File: config.mk
export PLATFORM = sky130hd
export DESIGN_NAME = svri_ram
export DESIGN_NICKNAME = d
export VERILOG_FILES = /design/src/sv/svri_ram.sv
export SDC_FILE = /design/constraint.sdc
export NUM_CORES = 1
export LEC_CHECK = 0
export ABC_AREA = 1
export BUFFER_PORTS_ARGS = -buffer_cell sky130_fd_sc_hd__buf_2
export CORE_MARGIN = 3
export CORE_UTILIZATION = 25
export DETAILED_ROUTE_END_ITERATION = 10
export MAX_ROUTING_LAYER = met4
export PLACE_DENSITY = 0.35
export SETUP_SLACK_MARGIN = 0.3
export SYNTH_ARGS = -nofsm -noshare
export SYNTH_HDL_FRONTEND = slang
export SYNTH_SLANG_ARGS = --single-unit
File: constraint.sdc
create_clock -name i_clk -period 1.66 [get_ports i_clk]
set_clock_uncertainty 0.15 [all_clocks]
set_input_delay 0.166 -clock i_clk [delete_from_list [all_inputs] [get_ports i_clk]]
set_output_delay 0.166 -clock i_clk [all_outputs]
set_load 0.005 [all_outputs]
File: src/sv/svri_ram.sv
// Generic single-write, single-read synchronous RAM with a registered read port.
module svri_ram #(
    parameter int WIDTH = 8,
    parameter int DEPTH = 16
) (
    input  logic                     i_clk,
    input  logic                     i_we,
    input  logic [$clog2(DEPTH)-1:0] i_waddr,
    input  logic [WIDTH-1:0]         i_wdata,
    input  logic [$clog2(DEPTH)-1:0] i_raddr,
    output logic [WIDTH-1:0]         o_rdata
);

    logic [WIDTH-1:0] r_mem [DEPTH];
    logic [WIDTH-1:0] r_rdata;

    // Write port.
    always_ff @(posedge i_clk) begin
        if (i_we) begin
            r_mem[i_waddr] <= i_wdata;
        end
    end

    // Registered read; a read of the entry being written returns the old data.
    always_ff @(posedge i_clk) begin
        r_rdata <= r_mem[i_raddr];
    end

    assign o_rdata = r_rdata;

endmodule

==> impl_metrics.csv <==
group,metric,value,unit
outcome,outcome,"finished clean",
worst_setup_path,path_delay_family,"buffers and inverters",
clock_network,postCtsSetupBuffers,0,
timing,period_share,79.0,%
detailed_routing,drt_iter0_drc,235,
detailed_routing,drc,0,
global_routing,grt_pass1_vias,3616,
clock_network,clkTransAtPathRegs,0.06,ns
worst_setup_path,crit_fanout,9,
timing,maxSlewViolCount,0,
worst_setup_path,regToRegSetupSlack,0.50,ns
worst_setup_path,path_class,"input pin to register",
floorplanning,core_area,22200,µm²
flow_run,drv_cap,0,
global_routing,grt_use_total,13.0,%
synth,synthArstFlopShare,0,%
clock_network,clk_path_buf_depth,2,
worst_setup_path,r2r_end,"o_rdata[2]",
synth,yosysTopAreaCellShare,66.7,%
timing,max_freq,763,MHz
synth,yosysMostFrequentCell,"nand2_1",
power,power_leakage,2.96,nW
worst_setup_path,startpoint,"i_raddr[3]",
clock_network,cts_root_buffer,"clkbuf_16",
place,place_hpwl,9310,µm
synth,synth-seq-cells,136,
synth,synth_ff_type,"edfxtp_1",
layout,final_area,6960,µm²
layout,fin_nets,616,
layout,num_antenna_cells,0,
worst_setup_path,r2r_cells,6,
detailed_routing,vias,3771,
layout,postLayoutCoreUtil,31.3,%
timing,period_minus_slack,1.31,ns
min_path,hold_depth,1,
power,vdd_drop_max,0.701,mV
detailed_routing,drt_first_pass_iters,4,
synth,synth_edf_count,128,
synth,synth_commonest_cells,"nand2_1 (173), edfxtp_1 (128), inv_1 (100)",
place,placed_area,6300,µm²
worst_setup_path,crit_path_end,"o_rdata[2]",
synth,synth_area_leader_cell,"edfxtp_1",
clock_network,insertion_delay,0.42,ns
worst_setup_path,cp_cell_sequence,"dlygate4sd3_1 -> clkbuf_4 -> clkinvlp_4 -> nand3_1 -> nand2_1",
timing,setup_viol_count_final,0,
timing,rsz0062_at_grt,"no",
timing,finalSetupTns,0,ns
synth,ys_seq_area_share,69.4,%
timing,worst_pin_slew,0.403,ns
detailed_routing,viasPerCell,4.23,
floorplanning,fp.dieH,158,µm
clock_network,cts_buffers,17,
clock_network,htree_levels,4,
worst_setup_path,cp-start-kind,"input pin",
global_routing,antenna_found_initial,0,
worst_setup_path,max_stage_delay,0.52,ns
synth,syn_area,5770,µm²
global_routing,grt_pass1_wl,22500,µm
timing,hold_viol,0,
synth,syn_inst,551,
place,portBuffers,25,
clock_network,cts_tree,"done",
synth,synth_cell_types,12,
synth,ys_warn_count,0,
floorplanning,fp.dieArea,24900,µm²
layout,layout-drive-gt1-share,13.4,%
floorplanning,initial_core_util,25.9,%
worst_setup_path,r2r-start,"r_mem[5][2]",
synth,syn_area_per_cell,10.5,µm²
place,place_congestion,0.738,
timing,slew_headroom,73.1,%
floorplanning,io_pins,26,
synth,synthesis.nets,569,
floorplanning,die_width,158,µm
floorplanning,core.rowCount,54,
detailed_routing,ant_nets,0,
global_routing,grt_overflow,0,
worst_setup_path,crit_cells,5,
detailed_routing,wl_per_cell,16.8,µm
global_routing,grt_start_max_net_pins,65,
worst_setup_path,required,1.81,ns
min_path,hold_class,"input pin to register",
worst_setup_path,crit_slowest_cell,"dlygate4sd3_1",
detailed_routing,routed_wl,14900,µm
clock_network,clock-sinks,136,
power,powerDensity,1210,nW/µm²
worst_setup_path,crit_buf_inv,3,
worst_setup_path,end_kind,"register",
layout,flow.area_growth_from_synthesis,20.7,%
worst_setup_path,arrival,1.46,ns
synth,ys_top_cells_by_area,"edfxtp_1 (67%), nand2_1 (11%), nand3_1 (8.4%)",
[area by class of cell]
cell class | count | area (µm²)
Inverter | 102 | 387
Multi-Input combinational cell | 289 | 1210
Tap cell | 280 | 350
Sequential cell | 136 | 4000
Clock inverter | 15 | 208
Clock buffer | 17 | 425
Fill cell | 2246 | 15300
Timing Repair Buffer | 52 | 373
[through the flow]
step           setup WS (ns)  std cells  total power, W  hold WS [ns]
3_3_place_gp           0.169        857         0.00444         0.404
5_1_grt                0.317        891         0.00873       0.00949
6_report               0.349        891         0.00839        0.0108
2_1_floorplan          0.393        551         0.00420         0.115
4_1_cts                0.309        891         0.00851       0.00329
3_5_place_dp           0.192        857         0.00444         0.404
[registers in the layout, summed over array words and instances, names as in the netlist]
signal	count
r_mem	128
o_rdata	8
[worst min path at each step]
stage,from,end,slack (ns)
after CTS,i_wdata[4],r_mem[12][4],0.003
after global placement,o_rdata[2],o_rdata[2],0.40
after global routing,i_wdata[4],r_mem[12][4],0.009
after detailed placement,o_rdata[2],o_rdata[2],0.40
final,i_wdata[4],r_mem[13][4],0.01
after floorplan,i_wdata[0],r_mem[0][0],0.11
[logic make-up after synthesis]
group / count (synthesis) / synth area share (%)
buf+inv: 126 / 9.52
flops: 136 / 69.4
simple gates: 289 / 21.0
[metal layers]
layer  track usage [%]  vias to the layer above  part of all wire, %
li1                  -                     1864                    -
met1              17.6                     1826                   48
met2              19.1                       66                   46
met3              3.42                       15                  4.1
met4              3.93                        0                  1.6
met5                 -                        -                    0
[power by group]
part	total [W]	internal [W]	switching (W)	leakage (nW)
logic	0.000491	0.000153	0.000337	1.44
registers	0.00386	0.00384	0.0000252	1.22
clock network	0.00404	0.00264	0.00140	0.301
total	0.00839	0.00663	0.00176	2.96
[layout by cell type (no fill, tap or decap)]
master	instances
buf_12	3
buf_2	24
buf_4	22
bufinv_16	5
clkbuf_16	17
clkbuf_4	1
clkinv_1	3
clkinv_2	3
clkinv_4	1
clkinvlp_4	4
dfxtp_1	8
dlygate4sd3_1	2
edfxtp_1	128
inv_1	99
inv_2	2
nand2_1	173
nand3_1	97
nand3b_1	2
nor2_1	17
[timing repair]
| action | 4_1_cts | 5_1_grt |
|---|---|---|
| hold buffers | 2 | 0 |
| resized for setup | 0 | 2 |
| hold endpoints to repair | 14 | 0 |
| setup endpoints to repair | 0 | 3 |
[worst register-to-register path, stage by stage (launching register included)]
cell	delay, ns
edfxtp_1	0.35
inv_1	0.06
nand2_1	0.05
nand3_1	0.13
nand3_1	0.10
nand3_1	0.13
nand2_1	0.09
Note: power is estimated with default switching activity, not from simulation.
